## src/sv/date_interval_calculator_macros.svh

```systemverilog
// ----------------------------------------------------------------------------
// Date interval calculator assertion macros
// Checks for the date interval calculator. When SYNTH is defined, the macros
// expand to nothing.
// ----------------------------------------------------------------------------
`ifndef DATE_INTERVAL_CALCULATOR_MACROS_SVH
`define DATE_INTERVAL_CALCULATOR_MACROS_SVH
`ifndef SYNTH
`define DIC_ASSERT(label, clk, rst_n, prop) \
    label: assert property (@(posedge clk) disable iff (!rst_n) prop) \
        else $error("date_interval_calculator: check failed");
`define DIC_ASSERT_RST(label, clk, prop) \
    label: assert property (@(posedge clk) prop) \
        else $error("date_interval_calculator: reset check failed");
`else
`define DIC_ASSERT(label, clk, rst_n, prop)
`define DIC_ASSERT_RST(label, clk, prop)
`endif
`endif

```

## src/sv/dic_pkg.sv

```systemverilog
// ----------------------------------------------------------------------------
// Date interval calculator package
// Shared types, constants and calendar tables.
// ----------------------------------------------------------------------------
package dic_pkg;

    localparam int DATE_W      = 27;
    localparam int DATE_STAGES = 5;
    localparam int STAGES      = 8;
    localparam int S_TDATA_W   = 56;
    localparam int M_TDATA_W   = 72;

    // Reciprocals for exact division by constants over the ranges in use.
    localparam logic [27:0] RECIP_10K = 28'd219902326;
    localparam logic [14:0] RECIP_100 = 15'd20972;
    localparam logic [22:0] RECIP_7   = 23'd4793491;

    typedef enum logic [1:0] {
        ST_OK       = 2'd0,
        ST_BAD_DATE = 2'd1,
        ST_ORDER    = 2'd2
    } status_t;

    typedef struct packed {
        logic [21:0] day_num;
        logic [13:0] year;
        logic [3:0]  month;
        logic [4:0]  day;
        logic [4:0]  month_len;
        logic        valid;
    } date_info_t;

    function automatic logic [4:0] month_length(input logic [3:0] m, input logic leap);
        logic [4:0] n;
        begin
            case (m)
                4'd2:                       n = leap ? 5'd29 : 5'd28;
                4'd4, 4'd6, 4'd9, 4'd11:    n = 5'd30;
                default:                    n = 5'd31;
            endcase
            return n;
        end
    endfunction

    function automatic logic [8:0] days_before(input logic [3:0] m);
        logic [8:0] n;
        begin
            case (m)
                4'd2:    n = 9'd31;
                4'd3:    n = 9'd59;
                4'd4:    n = 9'd90;
                4'd5:    n = 9'd120;
                4'd6:    n = 9'd151;
                4'd7:    n = 9'd181;
                4'd8:    n = 9'd212;
                4'd9:    n = 9'd243;
                4'd10:   n = 9'd273;
                4'd11:   n = 9'd304;
                4'd12:   n = 9'd334;
                default: n = 9'd0;
            endcase
            return n;
        end
    endfunction

endpackage

```

## src/sv/date_interval_calculator.sv

```systemverilog
// ----------------------------------------------------------------------------
// Date interval calculator
// Days between two Gregorian DDMMYYYY dates, with week and rough
// year/month/day splits.
// ----------------------------------------------------------------------------
// The block takes one date pair per beat and can accept a new beat on every
// clock cycle unless back-pressure has filled all the stages. Each result is
// registered through the date units, where reciprocal multiplications extract
// the decimal digits and form the day numbers, then through the subtraction,
// the division by seven and the final split. Back-pressure on the output stalls
// only the stages that are full, so no beat is lost or repeated.
`include "date_interval_calculator_macros.svh"

module date_interval_calculator (
    input  logic                            clk,
    input  logic                            rst_n,
    input  logic                            s_tvalid,
    output logic                            s_tready,
    // start_packed [26:0], end_packed [53:27], zero padding [55:54]
    input  logic [dic_pkg::S_TDATA_W-1:0]   s_tdata,
    output logic                            m_tvalid,
    input  logic                            m_tready,
    // status [1:0], day_count [23:2], whole_weeks [42:24], week_leftover [45:43],
    // years_part [59:46], months_part [63:60], days_part [68:64], zero padding [71:69]
    output logic [dic_pkg::M_TDATA_W-1:0]   m_tdata
);
    import dic_pkg::*;

    logic [STAGES-1:0] v_reg;
    logic [STAGES-1:0] en;
    date_info_t        s_info;
    date_info_t        e_info;

    status_t     status6_next;
    logic [21:0] total6_next;
    logic [13:0] years6_next;
    logic [4:0]  months6_next;
    logic [5:0]  left6_next;
    logic        same_y;
    logic        same_m;
    status_t     status6_reg;
    logic [21:0] total6_reg;
    logic [13:0] years6_reg;
    logic [4:0]  months6_reg;
    logic [5:0]  left6_reg;

    logic [44:0] prod7;
    logic        lq7;
    status_t     status7_reg;
    logic [21:0] total7_reg;
    logic [18:0] weeks7_reg;
    logic [13:0] years7_reg;
    logic [4:0]  mtmp7_reg;
    logic [4:0]  days7_reg;

    logic [21:0] w7;
    status_t     status8_reg;
    logic [21:0] total8_reg;
    logic [18:0] weeks8_reg;
    logic [2:0]  leftover8_reg;
    logic [13:0] years8_reg;
    logic [3:0]  months8_reg;
    logic [4:0]  days8_reg;

    always_comb
    begin
        en[STAGES-1] = !v_reg[STAGES-1] || m_tready;
        for (int k = STAGES - 2; k >= 0; k--)
        begin
            en[k] = !v_reg[k] || en[k+1];
        end
    end

    assign s_tready = en[0];
    assign m_tvalid = v_reg[STAGES-1];

    always_ff @(posedge clk or negedge rst_n)
    begin
        if (!rst_n)
        begin
            v_reg <= '0;
        end
        else
        begin
            if (en[0])
            begin
                v_reg[0] <= s_tvalid;
            end
            for (int k = 1; k < STAGES; k++)
            begin
                if (en[k])
                begin
                    v_reg[k] <= v_reg[k-1];
                end
            end
        end
    end

    dic_date_unit u_start (
        .clk       (clk),
        .en        (en[DATE_STAGES-1:0]),
        .date_word (s_tdata[DATE_W-1:0]),
        .info      (s_info)
    );

    dic_date_unit u_end (
        .clk       (clk),
        .en        (en[DATE_STAGES-1:0]),
        .date_word (s_tdata[2*DATE_W-1:DATE_W]),
        .info      (e_info)
    );

    assign same_y = (s_info.year == e_info.year);
    assign same_m = (s_info.month == e_info.month);

    always_comb
    begin
        total6_next  = e_info.day_num - s_info.day_num;
        years6_next  = 14'd0;
        months6_next = 5'd0;
        left6_next   = 6'(s_info.month_len) - 6'(s_info.day) + 6'(e_info.day);
        if (same_y && same_m)
        begin
            left6_next = 6'(e_info.day) - 6'(s_info.day);
        end
        else if (same_y)
        begin
            months6_next = 5'(e_info.month) - 5'(s_info.month) - 5'd1;
        end
        else
        begin
            years6_next  = e_info.year - s_info.year - 14'd1;
            months6_next = (5'd12 - 5'(s_info.month)) + (5'(e_info.month) - 5'd1);
        end
        if (!(s_info.valid && e_info.valid))
        begin
            status6_next = ST_BAD_DATE;
        end
        else if (e_info.day_num < s_info.day_num)
        begin
            status6_next = ST_ORDER;
        end
        else
        begin
            status6_next = ST_OK;
        end
        if (status6_next != ST_OK)
        begin
            total6_next  = 22'd0;
            years6_next  = 14'd0;
            months6_next = 5'd0;
            left6_next   = 6'd0;
        end
    end

    assign prod7 = 45'(total6_reg) * 45'(RECIP_7);
    assign lq7   = (left6_reg >= 6'd31);
    assign w7    = 22'(weeks7_reg) * 22'(3'd7);

    always_ff @(posedge clk)
    begin
        if (en[DATE_STAGES])
        begin
            status6_reg <= status6_next;
            total6_reg  <= total6_next;
            years6_reg  <= years6_next;
            months6_reg <= months6_next;
            left6_reg   <= left6_next;
        end
        if (en[DATE_STAGES+1])
        begin
            status7_reg <= status6_reg;
            total7_reg  <= total6_reg;
            weeks7_reg  <= prod7[43:25];
            years7_reg  <= years6_reg + 14'(months6_reg >= 5'd12);
            mtmp7_reg   <= months6_reg + 5'(lq7);
            days7_reg   <= lq7 ? 5'(left6_reg - 6'd31) : left6_reg[4:0];
        end
        if (en[DATE_STAGES+2])
        begin
            status8_reg   <= status7_reg;
            total8_reg    <= total7_reg;
            weeks8_reg    <= weeks7_reg;
            leftover8_reg <= 3'(total7_reg - w7);
            years8_reg    <= years7_reg;
            months8_reg   <= (mtmp7_reg >= 5'd12) ? 4'(mtmp7_reg - 5'd12) : mtmp7_reg[3:0];
            days8_reg     <= days7_reg;
        end
    end

    assign m_tdata = {3'd0, days8_reg, months8_reg, years8_reg, leftover8_reg,
                      weeks8_reg, total8_reg, status8_reg};

    `DIC_ASSERT(a_err_zero, clk, rst_n, (m_tvalid && status8_reg != ST_OK) |-> (m_tdata[71:2] == 70'd0))
    `DIC_ASSERT(a_split_range, clk, rst_n, (m_tvalid && status8_reg == ST_OK) |-> (leftover8_reg < 3'd7 && months8_reg < 4'd12 && days8_reg < 5'd31))
    `DIC_ASSERT(a_weeks_exact, clk, rst_n, (m_tvalid && status8_reg == ST_OK) |-> (23'(weeks8_reg) * 23'd7 + 23'(leftover8_reg) == 23'(total8_reg)))
    `DIC_ASSERT(a_ready_on_bubble, clk, rst_n, (v_reg != {STAGES{1'b1}}) |-> s_tready)
    `DIC_ASSERT_RST(a_reset_empty, clk, !rst_n |=> !m_tvalid)

endmodule

```

## src/sv/dic_date_unit.sv

```systemverilog
// ----------------------------------------------------------------------------
// Date unit
// Splits one DDMMYYYY word into day, month and year, checks it and forms its
// day number, over five register stages.
// ----------------------------------------------------------------------------
module dic_date_unit (
    input  logic                              clk,
    input  logic [dic_pkg::DATE_STAGES-1:0]   en,
    input  logic [dic_pkg::DATE_W-1:0]        date_word,
    output dic_pkg::date_info_t               info
);
    import dic_pkg::*;

    logic [54:0] prod1;
    logic [13:0] q1_next;
    logic [13:0] q1_reg;
    logic [13:0] plo1_reg;

    logic [27:0] prod2a;
    logic [28:0] prod2b;
    logic [13:0] year2_next;
    logic [7:0]  q100_2_next;
    logic [13:0] year2_reg;
    logic [6:0]  qlo2_reg;
    logic [7:0]  q100_2_reg;

    logic [13:0] prod3a;
    logic [28:0] prod3b;
    logic [6:0]  mm3_next;
    logic [6:0]  dd3_next;
    logic [6:0]  yc3_next;
    logic [13:0] year3_reg;
    logic [6:0]  mm3_reg;
    logic [6:0]  dd3_reg;
    logic [6:0]  yc3_reg;

    logic [13:0] prod4;
    logic [6:0]  r4;
    logic        leap4;
    logic        rem4;
    logic [4:0]  mlen4_next;
    logic        valid4_next;
    logic [11:0] lb4_next;
    logic [8:0]  dbf4_next;
    logic [13:0] year4_reg;
    logic [3:0]  mm4_reg;
    logic [4:0]  dd4_reg;
    logic [4:0]  mlen4_reg;
    logic        valid4_reg;
    logic [11:0] lb4_reg;
    logic [8:0]  dbf4_reg;

    logic [21:0] dn5_next;
    date_info_t  info5_reg;

    assign prod1   = 55'(date_word) * 55'(RECIP_10K);
    assign q1_next = prod1[54:41];

    assign prod2a      = 28'(q1_reg) * 28'(14'd10000);
    assign prod2b      = 29'(q1_reg) * 29'(RECIP_100);
    assign year2_next  = plo1_reg - prod2a[13:0];
    assign q100_2_next = prod2b[28:21];

    assign prod3a   = 14'(q100_2_reg) * 14'(7'd100);
    assign prod3b   = 29'(year2_reg) * 29'(RECIP_100);
    assign mm3_next = qlo2_reg - prod3a[6:0];
    assign dd3_next = (q100_2_reg >= 8'd100) ? 7'(q100_2_reg - 8'd100) : q100_2_reg[6:0];
    assign yc3_next = prod3b[27:21];

    assign prod4       = 14'(yc3_reg) * 14'(7'd100);
    assign r4          = year3_reg[6:0] - prod4[6:0];
    assign rem4        = (r4 != 7'd0);
    assign leap4       = (year3_reg[1:0] == 2'd0) && (rem4 || (yc3_reg[1:0] == 2'd0));
    assign mlen4_next  = month_length(mm3_reg[3:0], leap4);
    assign valid4_next = (mm3_reg >= 7'd1) && (mm3_reg <= 7'd12) && (dd3_reg >= 7'd1)
                         && (dd3_reg <= 7'(mlen4_next));
    assign lb4_next    = 12'((15'(year3_reg) + 15'd3) >> 2) - 12'(yc3_reg) - 12'(rem4)
                         + 12'(yc3_reg >> 2) + 12'(rem4 || (yc3_reg[1:0] != 2'd0));
    assign dbf4_next   = days_before(mm3_reg[3:0])
                         + 9'((mm3_reg > 7'd2) && leap4);

    assign dn5_next = 22'(year4_reg) * 22'(9'd365) + 22'(lb4_reg) + 22'(dbf4_reg)
                      + 22'(dd4_reg);

    always_ff @(posedge clk)
    begin
        if (en[0])
        begin
            q1_reg   <= q1_next;
            plo1_reg <= date_word[13:0];
        end
        if (en[1])
        begin
            year2_reg  <= year2_next;
            qlo2_reg   <= q1_reg[6:0];
            q100_2_reg <= q100_2_next;
        end
        if (en[2])
        begin
            year3_reg <= year2_reg;
            mm3_reg   <= mm3_next;
            dd3_reg   <= dd3_next;
            yc3_reg   <= yc3_next;
        end
        if (en[3])
        begin
            year4_reg  <= year3_reg;
            mm4_reg    <= mm3_reg[3:0];
            dd4_reg    <= dd3_reg[4:0];
            mlen4_reg  <= mlen4_next;
            valid4_reg <= valid4_next;
            lb4_reg    <= lb4_next;
            dbf4_reg   <= dbf4_next;
        end
        if (en[4])
        begin
            info5_reg.day_num   <= dn5_next;
            info5_reg.year      <= year4_reg;
            info5_reg.month     <= mm4_reg;
            info5_reg.day       <= dd4_reg;
            info5_reg.month_len <= mlen4_reg;
            info5_reg.valid     <= valid4_reg;
        end
    end

    assign info = info5_reg;

endmodule

```

## config.mk

```make
export PLATFORM = sky130hd
export DESIGN_NAME = date_interval_calculator
export DESIGN_NICKNAME = d
export VERILOG_FILES = /design/src/sv/dic_pkg.sv /design/src/sv/date_interval_calculator.sv /design/src/sv/dic_date_unit.sv
export VERILOG_INCLUDE_DIRS = /design/src /design/src/sv
export SDC_FILE = /design/constraint.sdc
export NUM_CORES = 2
export LEC_CHECK = 0
export BUFFER_PORTS_ARGS = -buffer_cell sky130_fd_sc_hd__buf_2
export CAP_MARGIN = 30
export CORE_MARGIN = 4
export CORE_UTILIZATION = 48
export DETAILED_ROUTE_END_ITERATION = 10
export SLEW_MARGIN = 20
export SYNTH_ARGS = -nofsm -noshare
export SYNTH_HDL_FRONTEND = slang
export SYNTH_HIERARCHICAL = 1
export SYNTH_SLANG_ARGS = --single-unit
```

## constraint.sdc

```tcl
create_clock -name clk -period 7.15 [get_ports clk]
set_input_delay 0 -clock clk [delete_from_list [all_inputs] [get_ports clk]]
set_output_delay 0 -clock clk [all_outputs]
set_load 0.005 [all_outputs]
```

==> run metrics <==
status=completed; Max FO, Critical Path=9; grt ovf=0; min-delay src=s_tvalid; type of destination of the critical path=flip-flop; Max-cap violations=0; global-route wire length before repair=around 270 mm; Data required, critical path=7.52 ns; GRT Total Usage=approximately a fifth; Hold Violations, Final=0; PostCTS Resize Cnt=0; Setup CP Type=input pin to flip-flop; Die Area=between 150000 and 200000 um2; initial cell density of the core=between 40% and 50%; min Tclk post-route=roughly 6.6 ns; Hold WS=between 0.1 and 0.15 ns; max reg flops=between 40 and 50; area of the mapped netlist=76700 um2; setup TNS=0 ns; antenna violations before repair=0; drt drc=0; Slew Limit Fails=0; # setup viols final=0; Worst Setup Start Kind=input pin; clock skew=around 0.047 ns; root buf cell=clkbuf_16; Placer Congestion=between 0.9 and 1; CTS tree=yes; clock sinks=between 500 and 600; Via Count=between 40000 and 50000; worst reg2reg path startpoint=total6_reg[20]; Die Wd=slightly above 400 um; Synth Area per Inst=about 11 um2; worst setup path startpoint=s_tdata[8]; Via density=around 5; RSZ-0062 raised after global routing=false; core area=159000 um2; layout cells sized above 1=between 4 and 5%; fin crit share=roughly 93%; Synth Instances=6924; nets@finish=roughly 9800; latest clock arrival within the worst-skew pair=0.67 ns; worst slew pin tran=approximately 0.93 ns; Worst Path Arrival=~7.0 ns; largest net degree at the start of global routing=67; fmax=151 MHz; DR WL/cell=~17 um; Initial DRC Count=approximately 2200; clk buf depth=3; routed wire length=160 mm; synth-to-layout area growth=7.87%; post-detailed-route count of antenna-violating nets=0; vias in the first global route=49629; ANT cells=0; H-tree lvl count=3; CTS buffer count=70; Hold Path Class=input pin to flip-flop; IO Count=approximately 130; floorplan row count=~150; Die Ht=slightly above 400 um; Rel. slew slack=between 30% and 40%; Worst-path clk slew=0.05 ns; I/O Buffers=between 100 and 150; iteration count of the initial detailed-routing pass=6; DP HPWL=around 140 mm; Yosys warnings=6
## cell usage in the layout (no fill, tap or decap), types with 14 or more instances in the layout
cell           instances
and3_1                18
a31oi_1               22
xnor2_1              219
dfxtp_1               18
nor3_1                69
a21o_1                76
clkbuf_16             71
o21a_1                22
buf_2                128
xor2_1                97
ha_1                1443
dlygate4sd3_1         32
buf_4                 22
fa_1                1148
nand2b_1              37
nand3_1               67
a211oi_1              27
nand4_1               34
edfxtp_1             555
inv_1               2133
o211ai_1              14
nand2_1              133
a21oi_1              188
o21bai_1              22
o21ai_0              120
nor2_1               172
nor2b_1               29
## routing by layer
metal  wire length [um]  part of all wire, %  global-route usage (%)
met3               4830                  3.0                    2.13
met2              77700                   48                    34.1
met4               2900                  1.8                    4.02
met1              74800                   47                    27.9
met5                  0                    0                       0
## per-stage QoR
stage,util [%],cells,setup slack (ns),instance area [um2]
after global placement,50.5,9132,0.486,80000
after floorplan,-,6928,1.27,76700
after global routing,52.2,9287,0.105,82700
after detailed placement,50.5,9132,0.377,80000
after CTS,52.2,9287,0.523,82700
final,52.2,9287,0.525,82700
## layout make-up
class	instances	area, um2
inverter	2138	8030
sequential	581	17200
timing repair buffer	182	1130
clock buffer	89	1890
multi-input combinational	4191	51400
tap	2072	2590
fill	14175	75800
clock inverter	34	473
## path summary, 6_finish.rpt
check / slack, ns / cells after the start / to
max: 0.52 / 25 / u_start/q1_reg[9]
min reg2reg: 0.41 / 0 / u_start/info[12]
min in group asynchronous: 0.37 / 3 / v_reg[7]
min: 0.13 / 3 / v_reg[0]
max in group asynchronous: 6.42 / 3 / v_reg[0]
max reg2reg: 0.68 / 22 / weeks7_reg[7]
## worst max-delay path, cell delays in order
cell and delay, ns:
dlygate4sd3_1 0.53, buf_2 0.24, ha_1 0.48, inv_1 0.14, fa_1 0.56, inv_1 0.07
fa_1 0.50, inv_1 0.06, fa_1 0.53, inv_1 0.05, fa_1 0.39, fa_1 0.51
inv_1 0.05, fa_1 0.49, inv_1 0.05, ha_1 0.38, nand4_1 0.12, nor2_1 0.14
o211ai_1 0.11, o31ai_1 0.47, a31oi_1 0.29, o31ai_2 0.40, nand2_1 0.15, o21ai_1 0.19
xnor2_1 0.08
## timing repair
action                                  in CTS  in global routing
hold endpoints to repair                    46                  0
buffers inserted                             0                  0
endpoints found under the setup margin       0                  0
hold buffers                                32                  0
Power is not shown: default switching activity piles up to over one toggle a cycle in this logic, so the estimate is an artifact.
